===== config.mk =====
export PLATFORM = sky130hd
export DESIGN_NAME = ultrasonic_range_controller_core_flat
export DESIGN_NICKNAME = d
export VERILOG_FILES = /design/src/rtl/urc_pkg.sv /design/src/rtl/urc_ifs.sv /design/src/rtl/urc_cfg_regs.sv /design/src/rtl/urc_event_fsm.sv /design/src/rtl/urc_dist_calc.sv /design/src/rtl/ultrasonic_range_controller_core.sv /design/src/flat_wrapper.sv
export SDC_FILE = /design/constraint.sdc
export NUM_CORES = 2
export LEC_CHECK = 0
export ABC_CLOCK_PERIOD_IN_PS = 6720
export BUFFER_PORTS_ARGS = -buffer_cell sky130_fd_sc_hd__buf_2
export CORE_MARGIN = 2
export CORE_UTILIZATION = 50
export CTS_CLUSTER_SIZE = 30
export DETAILED_ROUTE_END_ITERATION = 7
export PLACE_DENSITY = 0.69
export SYNTH_ARGS = -nofsm -noshare
export SYNTH_HDL_FRONTEND = slang
export SYNTH_SLANG_ARGS = --single-unit

===== constraint.sdc =====
create_clock -name i_clk -period 6.72 [get_ports i_clk]
set_clock_uncertainty 0.2 [all_clocks]
set_input_delay 0.336 -clock i_clk [delete_from_list [all_inputs] [get_ports i_clk]]
set_output_delay 0.336 -clock i_clk [all_outputs]
set_load 0.005 [all_outputs]

===== src/rtl/urc_pkg.sv =====
// ----------------------------------------------------------------------------
// urc_pkg
// shared constants and types of the ultrasonic range controller
// ----------------------------------------------------------------------------
`default_nettype none

package urc_pkg;

    // event codes
    localparam logic [1:0] CMD_BYTE    = 2'd0;
    localparam logic [1:0] CMD_CAPTURE = 2'd1;
    localparam logic [1:0] CMD_WRAP    = 2'd2;

    // result codes
    localparam logic [1:0] KIND_TRIGGER   = 2'd0;
    localparam logic [1:0] KIND_DISTANCE  = 2'd1;
    localparam logic [1:0] KIND_RESET_REQ = 2'd2;

    // command word characters
    localparam logic [7:0] CH_R = 8'h72;
    localparam logic [7:0] CH_S = 8'h73;
    localparam logic [7:0] CH_T = 8'h74;
    localparam logic [7:0] CH_D = 8'h64;
    localparam logic [7:0] CH_M = 8'h6d;

    localparam logic [15:0] WRAP_MAX = 16'hffff;

    // register file
    localparam int unsigned PADDR_W = 3;
    localparam logic        REG_DEVICE_ADDRESS    = 1'b0;
    localparam logic        REG_MM_PER_TICK_SCALE = 1'b1;
    localparam logic [7:0]  DEVICE_ADDRESS_RESET    = 8'd97;
    // 340 m/s round trip at the timer clock, 24 fractional bits
    localparam logic [23:0] MM_PER_TICK_SCALE_RESET = 24'd178258;

    typedef struct packed {
        logic [7:0]  device_address;
        logic [23:0] mm_per_tick_scale;
    } t_cfg;

    typedef struct packed {
        logic        valid;
        logic [1:0]  kind;
        logic [31:0] ticks;
    } t_stage;

endpackage

`default_nettype wire


===== src/rtl/urc_ifs.sv =====
// ----------------------------------------------------------------------------
// urc_ifs
// valid/ready channels for events in and results out
// ----------------------------------------------------------------------------
`default_nettype none

interface urc_evt_if;
    logic        valid;
    logic        ready;
    logic [1:0]  cmd;
    logic [7:0]  rx_byte;
    logic [15:0] capture_stamp;

    modport source(output valid, cmd, rx_byte, capture_stamp, input ready);
    modport sink(input valid, cmd, rx_byte, capture_stamp, output ready);
endinterface

interface urc_res_if;
    logic        valid;
    logic        ready;
    logic [1:0]  result_kind;
    logic [31:0] echo_ticks;
    logic [31:0] distance_mm;

    modport source(output valid, result_kind, echo_ticks, distance_mm, input ready);
    modport sink(input valid, result_kind, echo_ticks, distance_mm, output ready);
endinterface

`default_nettype wire


===== src/rtl/urc_cfg_regs.sv =====
// ----------------------------------------------------------------------------
// urc_cfg_regs
// apb register file: device address and distance scale
// ----------------------------------------------------------------------------
`default_nettype none

module urc_cfg_regs (
    input  wire logic                        i_clk,
    input  wire logic                        i_rst_n,
    input  wire logic                        psel,
    input  wire logic                        penable,
    input  wire logic                        pwrite,
    input  wire logic [urc_pkg::PADDR_W-1:0] paddr,
    input  wire logic [31:0]                 pwdata,
    output logic      [31:0]                 prdata,
    output logic                             pready,
    output urc_pkg::t_cfg                    o_cfg
);

    logic          w_wr;
    logic          w_idx;
    urc_pkg::t_cfg r_cfg;
    urc_pkg::t_cfg n_cfg;

    assign pready = 1'b1;
    assign w_wr   = psel && penable && pwrite;
    assign w_idx  = paddr[urc_pkg::PADDR_W-1];

    always_comb begin
        n_cfg = r_cfg;
        if (w_wr) begin
            unique case (w_idx)
                urc_pkg::REG_DEVICE_ADDRESS:    n_cfg.device_address    = pwdata[7:0];
                urc_pkg::REG_MM_PER_TICK_SCALE: n_cfg.mm_per_tick_scale = pwdata[23:0];
                default: ;
            endcase
        end
    end

    always_comb begin
        unique case (w_idx)
            urc_pkg::REG_DEVICE_ADDRESS:    prdata = {24'd0, r_cfg.device_address};
            urc_pkg::REG_MM_PER_TICK_SCALE: prdata = {8'd0, r_cfg.mm_per_tick_scale};
            default:                        prdata = '0;
        endcase
    end

    always_ff @(posedge i_clk) begin
        if (!i_rst_n) begin
            r_cfg.device_address    <= urc_pkg::DEVICE_ADDRESS_RESET;
            r_cfg.mm_per_tick_scale <= urc_pkg::MM_PER_TICK_SCALE_RESET;
        end else begin
            r_cfg <= n_cfg;
        end
    end

    assign o_cfg = r_cfg;

endmodule

`default_nettype wire


===== src/rtl/urc_event_fsm.sv =====
// ----------------------------------------------------------------------------
// urc_event_fsm
// command decode, measurement phase, wrap count and tick stage register
// ----------------------------------------------------------------------------
`default_nettype none

module urc_event_fsm (
    input  wire logic        i_clk,
    input  wire logic        i_rst_n,
    input  wire logic        i_take,
    input  wire logic        i_drain,
    input  wire logic [1:0]  i_cmd,
    input  wire logic [7:0]  i_rx_byte,
    input  wire logic [15:0] i_capture_stamp,
    input  wire logic [7:0]  i_device_address,
    output urc_pkg::t_stage  o_stage
);

    localparam logic [1:0] PH_IDLE       = 2'd0;
    localparam logic [1:0] PH_WAIT_START = 2'd1;
    localparam logic [1:0] PH_WAIT_END   = 2'd2;

    logic [7:0]      r_hist [3];
    logic [7:0]      n_hist [3];
    logic [1:0]      r_phase;
    logic [1:0]      n_phase;
    logic [15:0]     r_start;
    logic [15:0]     n_start;
    logic [15:0]     r_wrap;
    logic [15:0]     n_wrap;
    urc_pkg::t_stage r_stage;
    urc_pkg::t_stage n_stage;

    logic        w_hit;
    logic [1:0]  w_kind;
    logic [31:0] w_ticks;
    logic [15:0] w_diff;
    logic        w_addr_ok;
    logic        w_rst_word;
    logic        w_dm_word;

    assign w_diff     = i_capture_stamp - r_start;
    assign w_addr_ok  = (i_rx_byte == i_device_address);
    assign w_rst_word = (r_hist[0] == urc_pkg::CH_R) && (r_hist[1] == urc_pkg::CH_S)
                        && (r_hist[2] == urc_pkg::CH_T);
    assign w_dm_word  = (r_hist[1] == urc_pkg::CH_D) && (r_hist[2] == urc_pkg::CH_M);

    always_comb begin
        n_hist  = r_hist;
        n_phase = r_phase;
        n_start = r_start;
        n_wrap  = r_wrap;
        w_hit   = 1'b0;
        w_kind  = urc_pkg::KIND_TRIGGER;
        w_ticks = '0;
        if (i_take) begin
            unique case (i_cmd)
                urc_pkg::CMD_BYTE: begin
                    // reset word wins over measure word
                    if (w_addr_ok && w_rst_word) begin
                        w_hit  = 1'b1;
                        w_kind = urc_pkg::KIND_RESET_REQ;
                    end else if (w_addr_ok && w_dm_word) begin
                        w_hit   = 1'b1;
                        w_kind  = urc_pkg::KIND_TRIGGER;
                        n_wrap  = '0;
                        n_phase = PH_WAIT_START;
                    end
                    n_hist[0] = r_hist[1];
                    n_hist[1] = r_hist[2];
                    n_hist[2] = i_rx_byte;
                end
                urc_pkg::CMD_CAPTURE: begin
                    if (r_phase == PH_WAIT_START) begin
                        n_start = i_capture_stamp;
                        n_phase = PH_WAIT_END;
                    end else if (r_phase == PH_WAIT_END) begin
                        // wraps weigh 2^16, difference taken modulo 2^16
                        w_hit   = 1'b1;
                        w_kind  = urc_pkg::KIND_DISTANCE;
                        w_ticks = {r_wrap, w_diff};
                        n_phase = PH_IDLE;
                    end
                end
                urc_pkg::CMD_WRAP: begin
                    if (r_phase == PH_WAIT_END && r_wrap != urc_pkg::WRAP_MAX) begin
                        n_wrap = r_wrap + 16'd1;
                    end
                end
                default: ;
            endcase
        end
    end

    always_comb begin
        n_stage = r_stage;
        if (i_take) begin
            n_stage.valid = w_hit;
            n_stage.kind  = w_kind;
            n_stage.ticks = w_ticks;
        end else if (i_drain) begin
            n_stage.valid = 1'b0;
        end
    end

    always_ff @(posedge i_clk) begin
        if (!i_rst_n) begin
            r_hist[0] <= '0;
            r_hist[1] <= '0;
            r_hist[2] <= '0;
            r_phase   <= PH_IDLE;
            r_start   <= '0;
            r_wrap    <= '0;
            r_stage   <= '0;
        end else begin
            r_hist  <= n_hist;
            r_phase <= n_phase;
            r_start <= n_start;
            r_wrap  <= n_wrap;
            r_stage <= n_stage;
        end
    end

    assign o_stage = r_stage;

`ifndef ASSERT_OFF
    a_trigger_arms: assert property (@(posedge i_clk) disable iff (!i_rst_n)
        (i_take && w_hit && w_kind == urc_pkg::KIND_TRIGGER)
        |=> (r_phase == PH_WAIT_START && r_wrap == 16'd0 && r_stage.valid))
        else $error("measure word did not arm the capture");
    a_distance_idles: assert property (@(posedge i_clk) disable iff (!i_rst_n)
        (i_take && w_hit && w_kind == urc_pkg::KIND_DISTANCE)
        |=> (r_phase == PH_IDLE && r_stage.valid))
        else $error("distance result did not return to idle");
    a_ticks_zero: assert property (@(posedge i_clk) disable iff (!i_rst_n)
        (r_stage.valid && r_stage.kind != urc_pkg::KIND_DISTANCE)
        |-> (r_stage.ticks == 32'd0))
        else $error("non-distance result carries ticks");
`endif

endmodule

`default_nettype wire


===== src/rtl/urc_dist_calc.sv =====
// ----------------------------------------------------------------------------
// urc_dist_calc
// ticks times scale into the output register
// ----------------------------------------------------------------------------
`default_nettype none

module urc_dist_calc (
    input  wire logic            i_clk,
    input  wire logic            i_rst_n,
    input  wire urc_pkg::t_stage i_stage,
    input  wire logic [23:0]     i_scale,
    input  wire logic            i_ready,
    output logic                 o_drain,
    output logic                 o_valid,
    output logic [1:0]           o_kind,
    output logic [31:0]          o_ticks,
    output logic [31:0]          o_dist
);

    logic [55:0] w_prod;
    logic        r_valid;
    logic [1:0]  r_kind;
    logic [31:0] r_ticks;
    logic [31:0] r_dist;

    // 32 x 24 product, keep bits 55:24
    assign w_prod  = {24'd0, i_stage.ticks} * {32'd0, i_scale};
    assign o_drain = i_stage.valid && (!r_valid || i_ready);

    always_ff @(posedge i_clk) begin
        if (!i_rst_n) begin
            r_valid <= 1'b0;
        end else if (o_drain) begin
            r_valid <= 1'b1;
        end else if (i_ready) begin
            r_valid <= 1'b0;
        end
    end

    always_ff @(posedge i_clk) begin
        if (o_drain) begin
            r_kind  <= i_stage.kind;
            r_ticks <= i_stage.ticks;
            r_dist  <= w_prod[55:24];
        end
    end

    assign o_valid = r_valid;
    assign o_kind  = r_kind;
    assign o_ticks = r_ticks;
    assign o_dist  = r_dist;

endmodule

`default_nettype wire


===== src/rtl/ultrasonic_range_controller_core.sv =====
// ----------------------------------------------------------------------------
// ultrasonic_range_controller_core
// event-driven ultrasonic time-of-flight ranging controller
// ----------------------------------------------------------------------------
// usage
//   i_evt carries one event per transfer: a serial byte, an echo capture
//   stamp or a timer period wrap. o_res carries a trigger request, a distance
//   result (ticks and mm) or a device reset request. most events give none.
//   the apb port holds the device address (0x0) and the mm-per-tick scale
//   (0x4); write it only while no event is in flight.
// pipeline and throughput
//   one event per cycle is taken while i_evt.ready is high. decode and state
//   update land in the stage register when the event transfers, and the 32 x
//   24 multiply goes into the output register when the stage drains; the result
//   then shows on o_res and transfers out while o_res.ready is high.
// reset
//   synchronous, active low: byte history cleared, phase idle, stamps and
//   wrap count zero, registers back to address 97 and the default scale.
// stall
//   a result waiting on o_res holds steady; one more result can wait in the
//   decode stage, and i_evt.ready drops only when both are full.
// ----------------------------------------------------------------------------
`default_nettype none

module ultrasonic_range_controller_core (
    input  wire logic                        i_clk,
    input  wire logic                        i_rst_n,
    urc_evt_if.sink                          i_evt,
    urc_res_if.source                        o_res,
    input  wire logic                        psel,
    input  wire logic                        penable,
    input  wire logic                        pwrite,
    input  wire logic [urc_pkg::PADDR_W-1:0] paddr,
    input  wire logic [31:0]                 pwdata,
    output logic      [31:0]                 prdata,
    output logic                             pready
);

    urc_pkg::t_cfg   w_cfg;
    urc_pkg::t_stage w_stage;
    logic            w_take;
    logic            w_drain;
    logic            w_ready;

    // decode stage frees up when empty or when it moves into the output register
    assign w_ready     = !w_stage.valid || w_drain;
    assign i_evt.ready = w_ready;
    assign w_take      = i_evt.valid && w_ready;

    urc_cfg_regs u_cfg (
        .i_clk   (i_clk),
        .i_rst_n (i_rst_n),
        .psel    (psel),
        .penable (penable),
        .pwrite  (pwrite),
        .paddr   (paddr),
        .pwdata  (pwdata),
        .prdata  (prdata),
        .pready  (pready),
        .o_cfg   (w_cfg)
    );

    // command match, phase and wrap tracking, tick count
    urc_event_fsm u_fsm (
        .i_clk            (i_clk),
        .i_rst_n          (i_rst_n),
        .i_take           (w_take),
        .i_drain          (w_drain),
        .i_cmd            (i_evt.cmd),
        .i_rx_byte        (i_evt.rx_byte),
        .i_capture_stamp  (i_evt.capture_stamp),
        .i_device_address (w_cfg.device_address),
        .o_stage          (w_stage)
    );

    // distance scaling and result register
    urc_dist_calc u_dist (
        .i_clk   (i_clk),
        .i_rst_n (i_rst_n),
        .i_stage (w_stage),
        .i_scale (w_cfg.mm_per_tick_scale),
        .i_ready (o_res.ready),
        .o_drain (w_drain),
        .o_valid (o_res.valid),
        .o_kind  (o_res.result_kind),
        .o_ticks (o_res.echo_ticks),
        .o_dist  (o_res.distance_mm)
    );

endmodule

`default_nettype wire

===== src/flat_wrapper.sv =====
// flat-port wrapper written by rule: the top's interface ports become plain ports
module ultrasonic_range_controller_core_flat 
  (i_clk, i_rst_n, psel, penable, pwrite, paddr, pwdata, prdata, pready, i_evt_valid, i_evt_cmd, i_evt_rx_byte, i_evt_capture_stamp, i_evt_ready, o_res_valid, o_res_result_kind, o_res_echo_ticks, o_res_distance_mm, o_res_ready);
  urc_evt_if i_evt_i ();
  urc_res_if o_res_i ();
  input  wire logic i_clk;
  input  wire logic i_rst_n;
  input  wire logic psel;
  input  wire logic penable;
  input  wire logic pwrite;
  input  wire logic [urc_pkg::PADDR_W-1:0] paddr;
  input  wire logic [31:0] pwdata;
  output logic      [31:0] prdata;
  output logic pready;
  input wire logic [$bits(i_evt_i.valid)-1:0] i_evt_valid;
  input wire logic [$bits(i_evt_i.cmd)-1:0] i_evt_cmd;
  input wire logic [$bits(i_evt_i.rx_byte)-1:0] i_evt_rx_byte;
  input wire logic [$bits(i_evt_i.capture_stamp)-1:0] i_evt_capture_stamp;
  output wire logic [$bits(i_evt_i.ready)-1:0] i_evt_ready;
  output wire logic [$bits(o_res_i.valid)-1:0] o_res_valid;
  output wire logic [$bits(o_res_i.result_kind)-1:0] o_res_result_kind;
  output wire logic [$bits(o_res_i.echo_ticks)-1:0] o_res_echo_ticks;
  output wire logic [$bits(o_res_i.distance_mm)-1:0] o_res_distance_mm;
  input wire logic [$bits(o_res_i.ready)-1:0] o_res_ready;
  assign i_evt_i.valid = i_evt_valid;
  assign i_evt_i.cmd = i_evt_cmd;
  assign i_evt_i.rx_byte = i_evt_rx_byte;
  assign i_evt_i.capture_stamp = i_evt_capture_stamp;
  assign i_evt_ready = i_evt_i.ready;
  assign o_res_valid = o_res_i.valid;
  assign o_res_result_kind = o_res_i.result_kind;
  assign o_res_echo_ticks = o_res_i.echo_ticks;
  assign o_res_distance_mm = o_res_i.distance_mm;
  assign o_res_i.ready = o_res_ready;
  ultrasonic_range_controller_core u_core (.i_clk(i_clk), .i_rst_n(i_rst_n), .i_evt(i_evt_i), .o_res(o_res_i), .psel(psel), .penable(penable), .pwrite(pwrite), .paddr(paddr), .pwdata(pwdata), .prdata(prdata), .pready(pready));
endmodule

==> flow_metrics.py <==
metrics = {
    "routing": {
        "postRouteAntennaNets": 0,
        "routed_via_density": 5.22,
        "wl_per_cell_um": 18.7,
        "drc_errors": 0,
        "routed_wl_mm": 87.9,
        "drt_iter0_drc": 1383,
        "vias": 24600,
        "drt_first_pass_iters": 6,
    },
    "hold_path": {
        "hold_class": "input port to register",
    },
    "yosys": {
        "synth_area_leader_cell": "fa_1",
        "synth_flop_cell": "dfxtp_1",
        "ys_warn_count": 0,
        "synthDistinctLibCells": 65,
        "syn-cell-area_um2": 31500,
        "netlist_instances": 3455,
        "synth_common_cells": "754 x inv_1, 658 x fa_1, 575 x nand2_1",
        "seq_area_frac_synth_pct": 14.3,
        "ys_top_cells_by_area": "fa_1 42%, inv_1 9.0%, dfxtp_1 8.0%",
        "yosysTopAreaCellShare_pct": 41.8,
        "synth_area_per_cell_um2": 9.11,
        "synth_edf_count": 66,
        "async_flop_share_pct": 0,
        "ys_ff_latch": 192,
        "yosysMostFrequentCell": "inv_1",
    },
    "die": {
        "row_count": 92,
        "dieArea_um2": 65000,
        "dieHeight_um": 255,
        "core_um2": 62600,
        "top_level_ports": 169,
        "die_w_um": 255,
        "start_util_pct": 50.3,
    },
    "cts": {
        "clk_pin_slew_ns": 0.09,
        "cts_tree": "done",
        "clk-insertion-delay-late_ns": 0.51,
        "cts_made_buffers": 17,
        "numClockSinks": 192,
        "cts_root_buffer": "clkbuf_16",
        "clockBufferDepth": 2,
        "htreeDepth": 4,
    },
    "place": {
        "pre_cts_slack_ns": -1.11,
        "portBuffers": 149,
        "post-dp-hpwl_mm": 66.9,
        "gp_congestion": 0.877,
        "dpl_cell_area_um2": 35500,
    },
    "critical_path": {
        "path_class": "register to register",
        "crit_required_ns": 6.75,
        "cp-start-kind": "register",
        "cp_common_cell": "fa_1",
        "crit_path_end_kind": "register",
        "critical_path.max_fanout": 7,
        "critPathSlowestCell": "fa_1",
        "slowest_delay_ns": 0.55,
        "cp.arrival_ns": 7.55,
        "cp_top_family": "adder cells",
        "path_buf_inv": 8,
    },
    "status": {
        "violations": "negative setup slack",
        "status": "complete, but fails checks",
    },
    "final_layout": {
        "area_growth_pct": 19.8,
        "drive_gt1_share_pct": 17.8,
        "nets": 4764,
        "design_area_um2": 37700,
    },
    "sta": {
        "period_needed_ns": 7.52,
        "setup_slack_ns": -0.799,
        "hold_viol": 0,
        "slew_headroom_pct": 23.6,
        "grt_setup_unrepaired": "yes",
        "fin_crit_sh_pct": 112,
        "setup_tns_ns": -16.03,
        "slew_viol_final": 0,
        "worst_pin_slew_ns": 1.14,
        "finalSetupViolCount": 31,
        "fmax_ghz": 0.133,
    },
    "global_route": {
        "grt_usage_pct": 28.4,
        "antenna_found_initial": 4,
        "grt_pass1_wl_mm": 140,
        "first_global_vias": 26700,
        "grt_max_degree": 78,
        "grt.overflow.total": 0,
    },
    "power_and_ir_drop": {
        "power_density_nw_per_um2": 69.3,
        "p_total_mw": 2.61,
        "leakage_nw": 18.8,
        "vdd_drop_max_v": 0.000198,
    },
    "flow_run": {
        "drv_cap": 0,
    },
}
worst reg2reg max path, stage by stage (launching register included):
cell       delay [ns]
dfxtp_4          0.46
buf_12           0.18
nand2_4          0.07
fa_1             0.55
inv_2            0.04
fa_1             0.55
inv_1            0.06
fa_1             0.45
fa_1             0.49
inv_1            0.05
fa_1             0.46
fa_1             0.50
inv_1            0.05
fa_1             0.50
inv_2            0.05
ha_4             0.21
a21o_1           0.20
a2111oi_4        0.36
o21ai_2          0.12
a311oi_4         0.37
a211oi_2         0.13
buf_6            0.16
buf_6            0.13
o311a_4          0.37
a31o_4           0.26
a311oi_2         0.23
nor3_1           0.07
per-layer routing:
| layer | GRT usage [%] | vias to the layer above | part of all wire (%) |
|---|---|---|---|
| li1 | - | 11000 | - |
| met4 | 15.9 | 0 | 6.3 |
| met5 | 0 | - | 0 |
| met2 | 50.2 | 806 | 51 |
| met1 | 33.1 | 12500 | 37 |
| met3 | 4.17 | 272 | 5.5 |
sequential cells by signal (all words and copies together), names as in the netlist, 2 cells and up:
name,cells
u_core.u_dist.o_dist,32
u_core.u_fsm.r_start,16
u_core.u_fsm.r_phase,2
u_core.u_cfg.o_cfg,32
u_core.u_fsm.r_wrap,16
u_core.u_fsm.o_stage,35
u_core.u_dist.o_ticks,32
u_core.u_dist.o_kind,2
u_core.u_fsm.r_hist,24
layout by cell type, fill, tap and decap left out, types with 19 or more instances in the layout:
cell / netlist / final
nor2_1: 75 / 70
edfxtp_1: 66 / 66
ha_1: 196 / 184
buf_4: 9 / 268
clkbuf_16: 0 / 19
fa_1: 658 / 641
buf_12: 0 / 45
dfxtp_1: 126 / 88
a21o_1: 23 / 23
nand3_1: 28 / 28
dlygate4sd3_1: 0 / 56
buf_2: 1 / 149
buf_6: 0 / 22
nand2_1: 575 / 563
xnor2_1: 26 / 25
xor2_1: 36 / 35
a21oi_1: 107 / 97
inv_1: 754 / 738
o21ai_0: 22 / 19
and2_1: 399 / 389
dfxtp_2: 0 / 22
a22oi_1: 31 / 31
power breakdown:
group	internal [mW]	switching (mW)	total, mW	leakage (nW)
clock	0.534	0.641	1.17	0.315
combinational	0.103	0.134	0.236	16.8
sequential	1.19	0.0109	1.20	1.68
worst paths after layout:
path | startpoint | endpoint | slack, ns | depth (start not counted)
min | i_evt_cmd[1] | u_core.u_fsm.r_phase[1] | 0.06 | 4
min reg2reg | u_core.u_fsm.o_stage[33] | u_core.u_dist.o_kind[1] | 0.25 | 0
max reg2reg | u_core.u_cfg.o_cfg[3] | u_core.u_dist.o_dist[29] | -0.80 | 26
max | u_core.u_cfg.o_cfg[3] | u_core.u_dist.o_dist[29] | -0.80 | 26
cell type report:
class | instances | area (um^2)
sequential | 192 | 4590
clock buffer | 17 | 425
inverter | 755 | 2830
antenna | 4 | 10.0
timing repair buffer | 547 | 4650
tap | 846 | 1060
multi-input combinational | 2329 | 23900
fill | 5288 | 24900
clock inverter | 15 | 224
cell families after synthesis:
group | synth area share, %
AND/OR/NAND/NOR | 17.8
other | 0.0238
buffers and inverters | 11.3
AO/OA/AOI/OAI | 4.80
flip-flops | 14.3
XOR/XNOR | 1.72
multiplexers | 0.354
adder cells (fa/ha/maj) | 49.6
stage by stage:
| stage | cells | utilization [%] | hold WS (ns) |
|---|---|---|---|
| after floorplan | 3462 | - | 0.209 |
| after global placement | 4564 | 56.7 | 0.221 |
| after detailed placement | 4564 | 56.7 | 0.223 |
| after CTS | 4679 | 59.6 | 0.00165 |
| after global routing | 4704 | 60.3 | 0.0694 |
| final | 4705 | 60.3 | 0.0552 |
timing repair:
action	CTS	global route
cloned	5	3
buffers inserted	23	20
pin swaps	44	48
hold buffers	56	0
gates resized for setup	83	63
setup endpoints to repair	29	32
hold endpoints to repair	57	0
Power figures use the tool's default switching activity.
